File: src/rfa_pkg.sv
// Shared types and constants for the ring fork arbiter.
// Holds the input and result word layouts, seat status codes and cell command codes.
// No dependencies.
`default_nettype none

package rfa_pkg;

  // Fixed field widths
  localparam int SEAT_FW = 4;
  localparam int MEAL_W  = 16;
  localparam int CFG_W   = 5;

  // Seat status codes
  localparam logic [1:0] ST_THINKING = 2'd0;
  localparam logic [1:0] ST_HUNGRY   = 2'd1;
  localparam logic [1:0] ST_EATING   = 2'd2;

  // Input word modes
  localparam logic MODE_REQUEST = 1'b0;
  localparam logic MODE_RELEASE = 1'b1;

  // Commands broadcast along the row of cells
  localparam logic [1:0] OP_NONE    = 2'd0;
  localparam logic [1:0] OP_REQUEST = 2'd1;
  localparam logic [1:0] OP_RELEASE = 2'd2;
  localparam logic [1:0] OP_TRY     = 2'd3;

  localparam logic [MEAL_W-1:0] MEAL_MAX    = '1;
  localparam logic [CFG_W-1:0]  SEATS_RESET = 5'd5;

  typedef struct packed {
    logic               mode;
    logic [SEAT_FW-1:0] seat;
  } item_t;

  typedef struct packed {
    logic [SEAT_FW-1:0] granted_seat;
    logic               granted;
    logic [MEAL_W-1:0]  meal_count;
    logic               bad_seat;
    logic               last;
  } result_t;

  typedef struct packed {
    logic [1:0] op;
    logic       hit;
  } cell_cmd_t;

  typedef struct packed {
    logic              eating;
    logic              grant;
    logic [MEAL_W-1:0] meals;
  } cell_stat_t;

endpackage

`default_nettype wire

File: src/rfa_cell.sv
// One seat of the ring: status and saturating meal counter.
// Takes its neighbours' eating flags each cycle and shows its own; uses rfa_pkg.
`default_nettype none

module rfa_cell
  import rfa_pkg::*;
(
  input  logic       clk,
  input  logic       rst,
  input  cell_cmd_t  cmd,
  input  logic       left_eating,
  input  logic       right_eating,
  output cell_stat_t stat
);

  logic [1:0]        status;
  logic [1:0]        status_next;
  logic [MEAL_W-1:0] meals;
  logic [MEAL_W-1:0] meals_next;
  logic              want;
  logic              grant;

  // Decide the grant and the next status for this seat
  always_comb begin
    want        = 1'b0;
    status_next = status;
    unique case (cmd.op)
      OP_REQUEST: want = 1'b1;
      OP_TRY:     want = (status == ST_HUNGRY);
      default:    want = 1'b0;
    endcase
    grant = cmd.hit && want && !left_eating && !right_eating;
    if (cmd.hit) begin
      unique case (cmd.op)
        OP_REQUEST: status_next = grant ? ST_EATING : ST_HUNGRY;
        OP_RELEASE: status_next = ST_THINKING;
        OP_TRY:     status_next = grant ? ST_EATING : status;
        default:    status_next = status;
      endcase
    end
    meals_next = (grant && (meals != MEAL_MAX)) ? meals + MEAL_W'(1) : meals;
  end

  // Hold seat state
  always_ff @(posedge clk) begin
    if (rst) begin
      status <= ST_THINKING;
      meals  <= '0;
    end else begin
      status <= status_next;
      meals  <= meals_next;
    end
  end

  // Show state to the neighbours and the controller
  assign stat.eating = (status == ST_EATING);
  assign stat.grant  = grant;
  assign stat.meals  = meals_next;

endmodule

`default_nettype wire

File: src/ring_fork_arbiter.sv
// Ring fork arbiter: a request word passes from acceptance through EXEC back to idle,
// its result shows in the cycle after the last busy cycle; a release word passes through
// EXEC, LEFT and RIGHT, and EMIT when both neighbours are granted, one neighbour test per state.
// Results show on result_valid for one cycle each, at most two per word, back to back.
// Synchronous active-high reset sets every seat thinking, all meal counts zero and
// the seat count to 5; the configuration port is always ready.
`default_nettype none

module ring_fork_arbiter
  import rfa_pkg::*;
#(
  parameter int MAX_SEATS = 16
) (
  input  logic             clk,
  input  logic             rst,
  input  logic             start,
  input  item_t            item,
  output logic             busy,
  input  logic             cfg_valid,
  output logic             cfg_ready,
  input  logic [CFG_W-1:0] cfg_data,
  output result_t          result,
  output logic             result_valid
);

  localparam int SEAT_W = (MAX_SEATS > 1) ? $clog2(MAX_SEATS) : 1;
  localparam int CNT_W  = $clog2(MAX_SEATS + 1);
  localparam int CW     = (CNT_W > CFG_W) ? CNT_W : CFG_W;

  localparam logic [2:0] S_IDLE  = 3'd0;
  localparam logic [2:0] S_EXEC  = 3'd1;
  localparam logic [2:0] S_LEFT  = 3'd2;
  localparam logic [2:0] S_RIGHT = 3'd3;
  localparam logic [2:0] S_EMIT  = 3'd4;

  logic [2:0]         state;
  logic [CFG_W-1:0]   seats_in_use;
  item_t              item_q;
  logic [SEAT_FW-1:0] pend_seat;
  logic [MEAL_W-1:0]  pend_meal;
  logic               pend_granted;

  logic [CW-1:0]      cfg_ext;
  logic [CW-1:0]      ring_n;
  logic [CW-1:0]      ring_last;
  logic [CW-1:0]      seat_ext;
  logic [CW-1:0]      left_pos;
  logic [CW-1:0]      right_pos;
  logic [CW-1:0]      target_pos;
  logic [SEAT_W-1:0]  target_idx;
  logic [SEAT_W-1:0]  last_idx;
  logic [1:0]         op;
  logic               bad;

  cell_cmd_t          cmd  [MAX_SEATS];
  cell_stat_t         stat [MAX_SEATS];
  logic [MAX_SEATS-1:0] eat;
  cell_stat_t         sel;

  // Clamp the seat count into the supported range
  always_comb begin
    cfg_ext = CW'(seats_in_use);
    if (cfg_ext < CW'(2)) begin
      ring_n = CW'(2);
    end else if (cfg_ext > CW'(MAX_SEATS)) begin
      ring_n = CW'(MAX_SEATS);
    end else begin
      ring_n = cfg_ext;
    end
  end

  assign ring_last = ring_n - CW'(1);
  assign last_idx  = ring_last[SEAT_W-1:0];
  assign seat_ext  = CW'(item_q.seat);
  assign bad       = (seat_ext >= ring_n);
  assign left_pos  = ((seat_ext + CW'(1)) >= ring_n) ? '0 : seat_ext + CW'(1);
  assign right_pos = (seat_ext == '0) ? ring_last : seat_ext - CW'(1);

  // Pick the seat and command for this step
  always_comb begin
    target_pos = seat_ext;
    op         = OP_NONE;
    unique case (state)
      S_EXEC: begin
        target_pos = seat_ext;
        if (!bad) begin
          op = (item_q.mode == MODE_RELEASE) ? OP_RELEASE : OP_REQUEST;
        end
      end
      S_LEFT: begin
        target_pos = left_pos;
        op         = OP_TRY;
      end
      S_RIGHT: begin
        target_pos = right_pos;
        op         = OP_TRY;
      end
      default: begin
        target_pos = seat_ext;
        op         = OP_NONE;
      end
    endcase
  end

  assign target_idx = target_pos[SEAT_W-1:0];

  // Row of seat cells, each wired to its ring neighbours
  for (genvar i = 0; i < MAX_SEATS; i++) begin : g_cell
    logic left_eating;
    logic right_eating;

    assign cmd[i].op  = op;
    assign cmd[i].hit = (target_idx == SEAT_W'(i));
    assign eat[i]     = stat[i].eating;

    assign left_eating = (CW'(i + 1) >= ring_n) ? eat[0] : eat[(i + 1) % MAX_SEATS];
    if (i == 0) begin : g_wrap
      assign right_eating = eat[last_idx];
    end else begin : g_inner
      assign right_eating = eat[i - 1];
    end

    rfa_cell u_cell (
      .clk          (clk),
      .rst          (rst),
      .cmd          (cmd[i]),
      .left_eating  (left_eating),
      .right_eating (right_eating),
      .stat         (stat[i])
    );
  end

  assign sel       = stat[target_idx];
  assign busy      = (state != S_IDLE);
  assign cfg_ready = 1'b1;

  // Advance the sequencer, strobe results, take configuration writes
  always_ff @(posedge clk) begin
    if (rst) begin
      state        <= S_IDLE;
      result_valid <= 1'b0;
      seats_in_use <= SEATS_RESET;
    end else begin
      result_valid <= 1'b0;
      if (cfg_valid && cfg_ready) begin
        seats_in_use <= cfg_data;
      end
      unique case (state)
        S_IDLE: begin
          if (start) begin
            state <= S_EXEC;
          end
        end
        S_EXEC: begin
          if (bad || (item_q.mode == MODE_REQUEST)) begin
            state        <= S_IDLE;
            result_valid <= 1'b1;
          end else begin
            state <= S_LEFT;
          end
        end
        S_LEFT: state <= S_RIGHT;
        S_RIGHT: begin
          result_valid <= 1'b1;
          state        <= (sel.grant && pend_granted) ? S_EMIT : S_IDLE;
        end
        S_EMIT: begin
          result_valid <= 1'b1;
          state        <= S_IDLE;
        end
        default: state <= S_IDLE;
      endcase
    end
  end

  // Hold the word, the pending result and the output word
  always_ff @(posedge clk) begin
    unique case (state)
      S_IDLE: begin
        if (start) begin
          item_q <= item;
        end
      end
      S_EXEC: begin
        if (bad) begin
          result.granted_seat <= item_q.seat;
          result.granted      <= 1'b0;
          result.meal_count   <= '0;
          result.bad_seat     <= 1'b1;
          result.last         <= 1'b1;
        end else if (item_q.mode == MODE_REQUEST) begin
          result.granted_seat <= item_q.seat;
          result.granted      <= sel.grant;
          result.meal_count   <= sel.meals;
          result.bad_seat     <= 1'b0;
          result.last         <= 1'b1;
        end else begin
          pend_seat    <= item_q.seat;
          pend_meal    <= sel.meals;
          pend_granted <= 1'b0;
        end
      end
      S_LEFT: begin
        if (sel.grant) begin
          pend_seat    <= target_pos[SEAT_FW-1:0];
          pend_meal    <= sel.meals;
          pend_granted <= 1'b1;
        end
      end
      S_RIGHT: begin
        if (sel.grant && pend_granted) begin
          result.granted_seat <= pend_seat;
          result.granted      <= 1'b1;
          result.meal_count   <= pend_meal;
          result.bad_seat     <= 1'b0;
          result.last         <= 1'b0;
          pend_seat           <= target_pos[SEAT_FW-1:0];
          pend_meal           <= sel.meals;
        end else if (sel.grant) begin
          result.granted_seat <= target_pos[SEAT_FW-1:0];
          result.granted      <= 1'b1;
          result.meal_count   <= sel.meals;
          result.bad_seat     <= 1'b0;
          result.last         <= 1'b1;
        end else begin
          result.granted_seat <= pend_seat;
          result.granted      <= pend_granted;
          result.meal_count   <= pend_meal;
          result.bad_seat     <= 1'b0;
          result.last         <= 1'b1;
        end
      end
      S_EMIT: begin
        result.granted_seat <= pend_seat;
        result.granted      <= 1'b1;
        result.meal_count   <= pend_meal;
        result.bad_seat     <= 1'b0;
        result.last         <= 1'b1;
      end
      default: begin
        result <= result;
      end
    endcase
  end

endmodule

`default_nettype wire

File: config.mk
export PLATFORM = sky130hd
export DESIGN_NAME = ring_fork_arbiter
export DESIGN_NICKNAME = d
export VERILOG_FILES = /design/src/rfa_pkg.sv /design/src/rfa_cell.sv /design/src/ring_fork_arbiter.sv
export SDC_FILE = /design/constraint.sdc
export NUM_CORES = 1
export LEC_CHECK = 0
export BUFFER_PORTS_ARGS = -buffer_cell sky130_fd_sc_hd__buf_4
export CELL_PAD_IN_SITES_DETAIL_PLACEMENT = 1
export CELL_PAD_IN_SITES_GLOBAL_PLACEMENT = 2
export CORE_ASPECT_RATIO = 0.75
export CORE_MARGIN = 2
export CORE_UTILIZATION = 30
export CTS_CLUSTER_SIZE = 12
export DETAILED_ROUTE_END_ITERATION = 16
export GPL_TIMING_DRIVEN = 1
export PLACE_DENSITY_LB_ADDON = 0.1
export REMOVE_ABC_BUFFERS = 1
export SLEW_MARGIN = 15
export SYNTH_ARGS = -nofsm -noshare
export SYNTH_HDL_FRONTEND = slang
export SYNTH_HIERARCHICAL = 1
export SYNTH_SLANG_ARGS = --single-unit
File: constraint.sdc
create_clock -name clk -period 12.8 [get_ports clk]
set_input_delay 0.64 -clock clk [delete_from_list [all_inputs] [get_ports clk]]
set_output_delay 0.64 -clock clk [all_outputs]
set_load 0.05 [all_outputs]
==> impl_results.md, run 1 <==
- RSZ-0062 raised after global routing: false
- Setup CP Type: reg -> reg
- Core ar.: 78,400 um^2
- Yosys reg bits: 346
- Final nets: just under 3,000
- Endpoint type of the worst setup path: register
- Pwr Total: 0.00280 W
- Hold Crit Class: in -> reg
- Delay-heaviest family, CP: simple AND/OR/NAND/NOR gates
- IO Pins: 40
- Crit-path max FO: 20
- RR Startpoint: cfg_ext[2]$_SDFFE_PP1P_
- Synth Area in Compound Gates: 0.142
- CTS buffer count: 45
- Crit share post-route: 0.612
- Hold Vio Cnt, Final: 0
- Dpl ws: 5.15 ns
- Reg2reg path depth: 17
- Via count: 22,500
- Clk slew on worst S/H paths: 0.06 ns
- Starting Density: 0.302
- Antenna Nets Post-Route: 0
- Final instance area: around 26,000 um^2
- Setup violators final: 0
- Ant diodes: 0
- FF+latch area: 7420 um^2
- Vias/cell: 5.67
- Post-CTS Resized: 0
- Worst Tran Pin Value: between 1 and 1.5 ns
- DP Cell Count: 3,881
- R2R setup slack: 4.96 ns
- Die area: 81,300 um^2
- Layout filler cell count: 9,333
- Chip Width: 329 um
- FFs w/ async S/R, synth: 0
- Status: finished clean
- Final WL: 92,300 um
- Slew margin rel.: 0.286
- Grt ovf: 0
- Mux cell area share after synthesis: 0.0850
- DP HPWL: about 68,000 um
- Worst EP arrival: roughly 8.3 ns
- Drt wl/cell: 23.3 um
- Hold bufs inserted after CTS: 0
- Site Rows: 89
- Fmax achieved: approximately 130 MHz
- Area grow syn2layout: 11.0%
- Synth Area in XOR/XNOR: 0.0484
- PortBufs: 38
- Worst setup path endpoint: result[14]$_DFFE_PP_
- Chip height: ~250 um
- Worst-Skew Late Latency: 0.61 ns
- Root Driver: clkbuf_16
- Critical Path RT: 13.25 ns
- Largest family of logic cells by synthesized area: simple AND/OR/NAND/NOR gates
- Worst path depth: 17
- Peak per-stage delay on the critical path: 0.76 ns
- CTS H-tree depth: 2
- Top_reg_cell synth: dfxtp_1
- # clock sinks: 346
- Sequential-to-total area share from yosys stat: 0.313
- Placement Cell Area: 24,800 um^2
- Critical-path cell list: nor3_2 -> nor3_4 -> ha_1 -> and2_1 -> o21ai_2 -> a2111oi_2 -> nor3_4 -> nand2b_1 -> nor2_1 -> nand4bb_1 -> a21o_1 -> inv_1 -> mux2i_1 -> mux4_2 -> o22a_1 -> o32ai_4 -> a22o_1
- Leakage power: 10.2 nW
- Drt drc: 0
- Iter 0 DRT Violations: 1,617
- Mean post-synth cell area: 8.09 um^2
- Yosys cell types: a little over 70
- Antenna violations before repair: 4
- Final min period: just under 8 ns
- Post-Syn Instances: 2,928
- EDFF count, synth: 49
- Number of global-route vias before repair: 22,000
- Post-Synth Adder-Cell Area: 0.0158
- Placer Congestion: 0.845
- Max-Cap Viols: 0
- First-pass GRT wire length: roughly 140,000 um
- Synthesized area: 23,700 um^2
- Synth Area in Simple Gates: 0.361
- Worst reg2reg path endpoint: result[14]$_DFFE_PP_
- Worst vdd ir: 0.0000851 V
- Largest net degree at the start of global routing: approximately 150
- Clock skew: 0.0244 ns
- Worst setup path start: cfg_ext[2]$_SDFFE_PP1P_
- Layout cells sized above 1: 0.121
- Max clock buf depth: 3
- Area of the multi-input gates: approximately 16,000 um^2
- Synthesis Warnings: 6
- CP max-delay cell: nand2b_1
- Final worst slack: roughly 5.0 ns
- Most frequent cell on the critical path: nor3_4
- Fin. max-slew vios: 0
- Setup bufs post-CTS: 0
- Power Density: 107 nW/um^2
- CTS tree: done
- DR pass1 iterations: 5
- Post-Layout Cell Count: 3,964
- GR Util All Layers: 0.224
- Critical path buffers and inverters: 1
- CP Launch Type: register
==> routing by layer <==
layer,wire length (um),part of all wire,GRT usage
met5,27,0.00029,0
met3,5460,0.059,0.0515
met2,34800,0.38,0.296
met4,1440,0.016,0.0445
met1,50600,0.55,0.359
==> per-stage QoR <==
step	hold WS [ns]	util	TNS (ns)
floorplan	0.462	-	-75.66
global placement	0.478	0.316	0
detailed placement	0.494	0.316	0
CTS	0.190	0.335	0
global route	0.206	0.335	0
finish	0.228	0.335	0
==> sequential cells by signal (all words and copies together) (netlist names) <==
name / cells
g_cell.u_cell/meals: 256
pend_seat: 4
cfg_ext: 5
state: 3
item_q: 5
result: 23
result_valid: 1
pend_meal: 16
g_cell.u_cell/status: 32
pend_granted: 1
==> Yosys cell counts, types with 20 or more instances <==
cell      number  area share
or3_1         34      0.0090
nand4_2       32       0.017
xor2_1        98       0.036
nand2_1      464       0.074
buf_2         26      0.0055
nor2_1       231       0.037
nor2b_1      149       0.039
and2_1        20      0.0053
ha_1          30       0.016
clkbuf_1      92       0.015
nor4_1        49       0.013
xnor2_1       33       0.012
edfxtp_1      49       0.062
nand3_1      132       0.028
mux2i_1       46       0.019
nand4_1       97       0.026
o21ai_0       52       0.011
o22ai_1       20      0.0053
nor3_1        22      0.0046
inv_1         32      0.0051
o31ai_1       82       0.026
dfxtp_1      297        0.25
a21oi_1      244       0.052
or4_1         97       0.031
mux2_2       127       0.060
nand2b_1      47       0.012
==> layout by cell type (no fill, tap or decap), types with 46 or more instances in the layout <==
| master | count |
|---|---|
| mux2i_1 | 46 |
| nand2b_1 | 47 |
| nand3_1 | 132 |
| dfxtp_1 | 297 |
| nand2_1 | 464 |
| xor2_1 | 98 |
| nand4_1 | 97 |
| or4_1 | 97 |
| mux2_2 | 127 |
| a21oi_1 | 244 |
| nor2_1 | 228 |
| buf_4 | 58 |
| edfxtp_1 | 49 |
| o31ai_1 | 82 |
| clkbuf_16 | 47 |
| o21ai_0 | 52 |
| nor4_1 | 49 |
| nor2b_1 | 148 |
==> worst min path at each step <==
stage	from	end	slack [ns]	depth (start not counted)
after floorplan	g_cell[0].u_cell/status[1]$_SDFFE_PP0P_	g_cell[0].u_cell/status[1]$_SDFFE_PP0P_	0.46	2
after global placement	g_cell[8].u_cell/status[1]$_SDFFE_PP0P_	g_cell[8].u_cell/status[1]$_SDFFE_PP0P_	0.48	2
after detailed placement	g_cell[13].u_cell/status[1]$_SDFFE_PP0P_	g_cell[13].u_cell/status[1]$_SDFFE_PP0P_	0.49	2
after CTS	item[4]	item_q[4]$_DFFE_PP_	0.19	1
after global routing	item[4]	item_q[4]$_DFFE_PP_	0.21	1
final	item[4]	item_q[4]$_DFFE_PP_	0.23	1
==> final cells by class <==
type | count | share of cell area
well taps | 1046 | 0.0498
multi-input cells | 2397 | 0.590
flip-flops and latches | 346 | 0.282
repair buffers | 59 | 0.0171
inverters | 33 | 0.00481
clock inverters | 21 | 0.00890
clock buffers | 62 | 0.0476
==> power by group <==
| group | internal, W | total, W | switching, W |
|---|---|---|---|
| sequential | 0.00112 | 0.00115 | 0.0000246 |
| combinational | 0.0000848 | 0.000318 | 0.000233 |
| clock | 0.000784 | 0.00134 | 0.000551 |
| total | 0.00199 | 0.00280 | 0.000809 |
==> cell families (layout without fill, tap and decap cells) <==
logic type	count (synthesis)	after routing
other cells	1	1
simple gates	1529	1529
flops	346	346
compound gates	528	528
buf+inv	185	175
xor+xnor	131	131
mux	178	178
fa+ha+maj	30	30
No activity file was read; power rests on OpenSTA's default activity.
==> run 2, diff against run 1 <==
Clock period 12.8 ns to 7.29 ns, I/O delays scaled along.
==> run 2 against run 1 <==
Critical path type unchanged; core utilization rose by 0.54 points; die area did not move; setup slack got worse by 4.1 ns; sequential cell count stayed put; final cell count grew 1.1%; register-to-register slack worse by 4.1 ns; sequential power grew 75%; final area up 1.6%.
==> impl_results.md, run 2 (synthesis results as in run 1) <==
- Site Rows: 89 (unchanged)
- Biggest register: g_cell.u_cell/meals (unchanged)
- Grt ovf: 0 (unchanged)
- Number of global-route vias before repair: 21,800 (was 22,000)
- Vias/cell: 5.60 (was 5.67)
- Root Driver: clkbuf_16 (unchanged)
- Fin util: 0.341 (was 0.335)
- Core ar.: 78,400 um^2 (unchanged)
- Setup violators final: 0 (unchanged)
- Clock skew: 0.0272 ns (was 0.0244 ns)
- Max reg flops: 256 (unchanged)
- Placer Congestion: 0.877 (was 0.845)
- DP Cell Count: 3,917 (was 3,881)
- First-pass GRT wire length: 136,000 um (was 140,000 um)
- IO Pins: 40 (unchanged)
- Critical Path RT: 7.52 ns (was 13.25 ns)
- Area grow syn2layout: 12.8% (was 11.0%)
- Highest-count cells in the layout ignoring fill and taps: 463 x nand2_1, 297 x dfxtp_1, 244 x a21oi_1, 228 x nor2_1, 148 x nor2b_1 (was 464 x nand2_1, 297 x dfxtp_1, 244 x a21oi_1, 228 x nor2_1, 148 x nor2b_1)
- CTS buffer count: 45 (unchanged)
- Setup CP Type: reg -> reg (unchanged)
- Final nets: 2,969 (was 2,926)
- Endpoint type of the worst setup path: register (unchanged)
- Max clock buf depth: 3 (unchanged)
- Int Pwr: 0.00353 W (was 0.00199 W)
- Layout cells sized above 1: 0.134 (was 0.121)
- Largest regs: g_cell.u_cell/meals (256), g_cell.u_cell/status (32), result (23) (unchanged)
- CP Launch Type: register (unchanged)
- Slew margin rel.: 0.292 (was 0.286)
- Crit-path max FO: 20 (unchanged)
- Die area: 81,300 um^2 (unchanged)
- Clock Power Share: 0.474 (was 0.477)
- Final WL: 89,900 um (was 92,300 um)
- GR Util All Layers: 0.217 (was 0.224)
- Final min period: 6.42 ns (was 7.84 ns)
- # clock sinks: 346 (unchanged)
- Starting Density: 0.302 (unchanged)
- Chip Width: 329 um (unchanged)
- Worst vdd ir: 0.000160 V (was 0.0000851 V)
- Chip height: 247 um (unchanged)
- Fin. max-slew vios: 0 (unchanged)
- Hold Vio Cnt, Final: 0 (unchanged)
- Sw power: 0.00139 W (was 0.000809 W)
- Leakage power: 10.4 nW (was 10.2 nW)
- Max-Cap Viols: 0 (unchanged)
- Ant diodes: 0 (unchanged)
- Share of power burned in combinational logic: 0.118 (was 0.113)
- Sw Share: 0.283 (was 0.289)
- Iter 0 DRT Violations: 1,441 (was 1,617)
- Worst Tran Pin Value: 1.06 ns (was 1.07 ns)
- Fmax achieved: 156 MHz (was 128 MHz)
- RSZ-0062 raised after global routing: false (unchanged)
- Hold Crit Class: in -> reg (unchanged)
- Commonest non-fill, non-tap cell in the layout: nand2_1 (unchanged)
- Clk slew on worst S/H paths: 0.06 ns (about the same)
- Largest net degree at the start of global routing: 178 (was 148)
- Worst-Skew Late Latency: 0.60 ns (was 0.61 ns)
- Via count: 22,400 (was 22,500)
- Post-CTS Resized: 0 (unchanged)
- Post-Layout Cell Count: 4,006 (was 3,964)
- Antenna violations before repair: 4 (unchanged)
- DP HPWL: 67,500 um (was 68,300 um)
- Status: finished clean (unchanged)
- Antenna Nets Post-Route: 0 (unchanged)
- Worst EP arrival: 6.65 ns (was 8.29 ns)
- Drt drc: 0 (unchanged)
- PortBufs: 38 (unchanged)
- CTS H-tree depth: 2 (unchanged)
- DR pass1 iterations: 5 (unchanged)
- Drt wl/cell: 22.4 um (was 23.3 um)
- Crit share post-route: 0.881 (was 0.612)
- Power Density: 184 nW/um^2 (was 107 nW/um^2)
- CTS tree: done (unchanged)
- Seq pwr share: 0.408 (was 0.410)
run 2: what timing repair did:
action	CTS	global route
endpoints found under the setup margin	0	0
setup buffers	0	0
hold buffers	7	0
hold endpoints to repair	7	0
run 2: power groups by stage:
stage / sequential [W] / combinational (W) / clock (W)
CTS: 0.00201 / 0.000579 / 0.00242
global placement: 0.00205 / 0.000567 / 0
floorplan: 0.00206 / 0.000288 / 0
detailed placement: 0.00205 / 0.000574 / 0
finish: 0.00201 / 0.000579 / 0.00233
global route: 0.00201 / 0.000626 / 0.00250
run 2: path summary, 6_finish.rpt:
| kind | cells past startpoint | start | endpoint | slack (ns) |
|---|---|---|---|---|
| setup / recovery | 23 | item_q[0]$_DFFE_PP_ | pend_meal[9]$_DFFE_PP_ | 0.87 |
| hold / removal | 3 | cfg_data[0] | cfg_ext[0]$_SDFFE_PP1P_ | 0.04 |
| setup reg to reg | 23 | item_q[0]$_DFFE_PP_ | pend_meal[9]$_DFFE_PP_ | 0.87 |
| hold reg to reg | 2 | g_cell[8].u_cell/status[1]$_SDFFE_PP0P_ | g_cell[8].u_cell/status[1]$_SDFFE_PP0P_ | 0.50 |
run 2: stage by stage:
step	worst slack [ns]	TNS (ns)	total power, W	cell area [um^2]	hold WS [ns]
CTS	0.625	0	0.00501	26700	0.00948
global route	0.365	0	0.00514	26700	0.0409
global placement	0.879	0	0.00262	25100	0.477
floorplan	-7.43	-1462.29	0.00235	23000	0.434
detailed placement	0.670	0	0.00262	25100	0.492
finish	0.871	0	0.00492	26700	0.0364
run 2: critical path, stage by stage, from the launching register on:
cell and delay (ns):
edfxtp_1 0.57, ha_1 0.33, xor2_1 0.15, ha_1 0.33
a21oi_1 0.19, o21ai_2 0.17, nand2_1 0.17, nand4_1 0.11
nand3_1 0.14, o21a_1 0.67, nand2b_1 0.34, nor2_1 0.14
nand4bb_1 0.17, a21o_1 0.41, inv_1 0.26, nand2b_1 0.12
a21oi_1 0.07, a31o_2 0.22, a311oi_1 0.21, mux2i_1 0.12
mux2i_1 0.32, o22a_1 0.28, nand3b_1 0.22, o221ai_4 0.35
run 2: metal layers:
metal | wire length (um) | GRT usage
met1 | 49100 | 0.347
met2 | 34300 | 0.291
met3 | 5090 | 0.0431
met4 | 1460 | 0.0450
met5 | 0 | 0
run 2: cell type report:
type | instances | area, um^2
Inverter | 33 | 126
Sequential cell | 346 | 7420
Fill cell | 9237 | 51700
Clock buffer | 62 | 1270
Clock inverter | 20 | 236
Timing Repair Buffer | 102 | 841
Multi-Input combinational cell | 2397 | 15500
Tap cell | 1046 | 1310
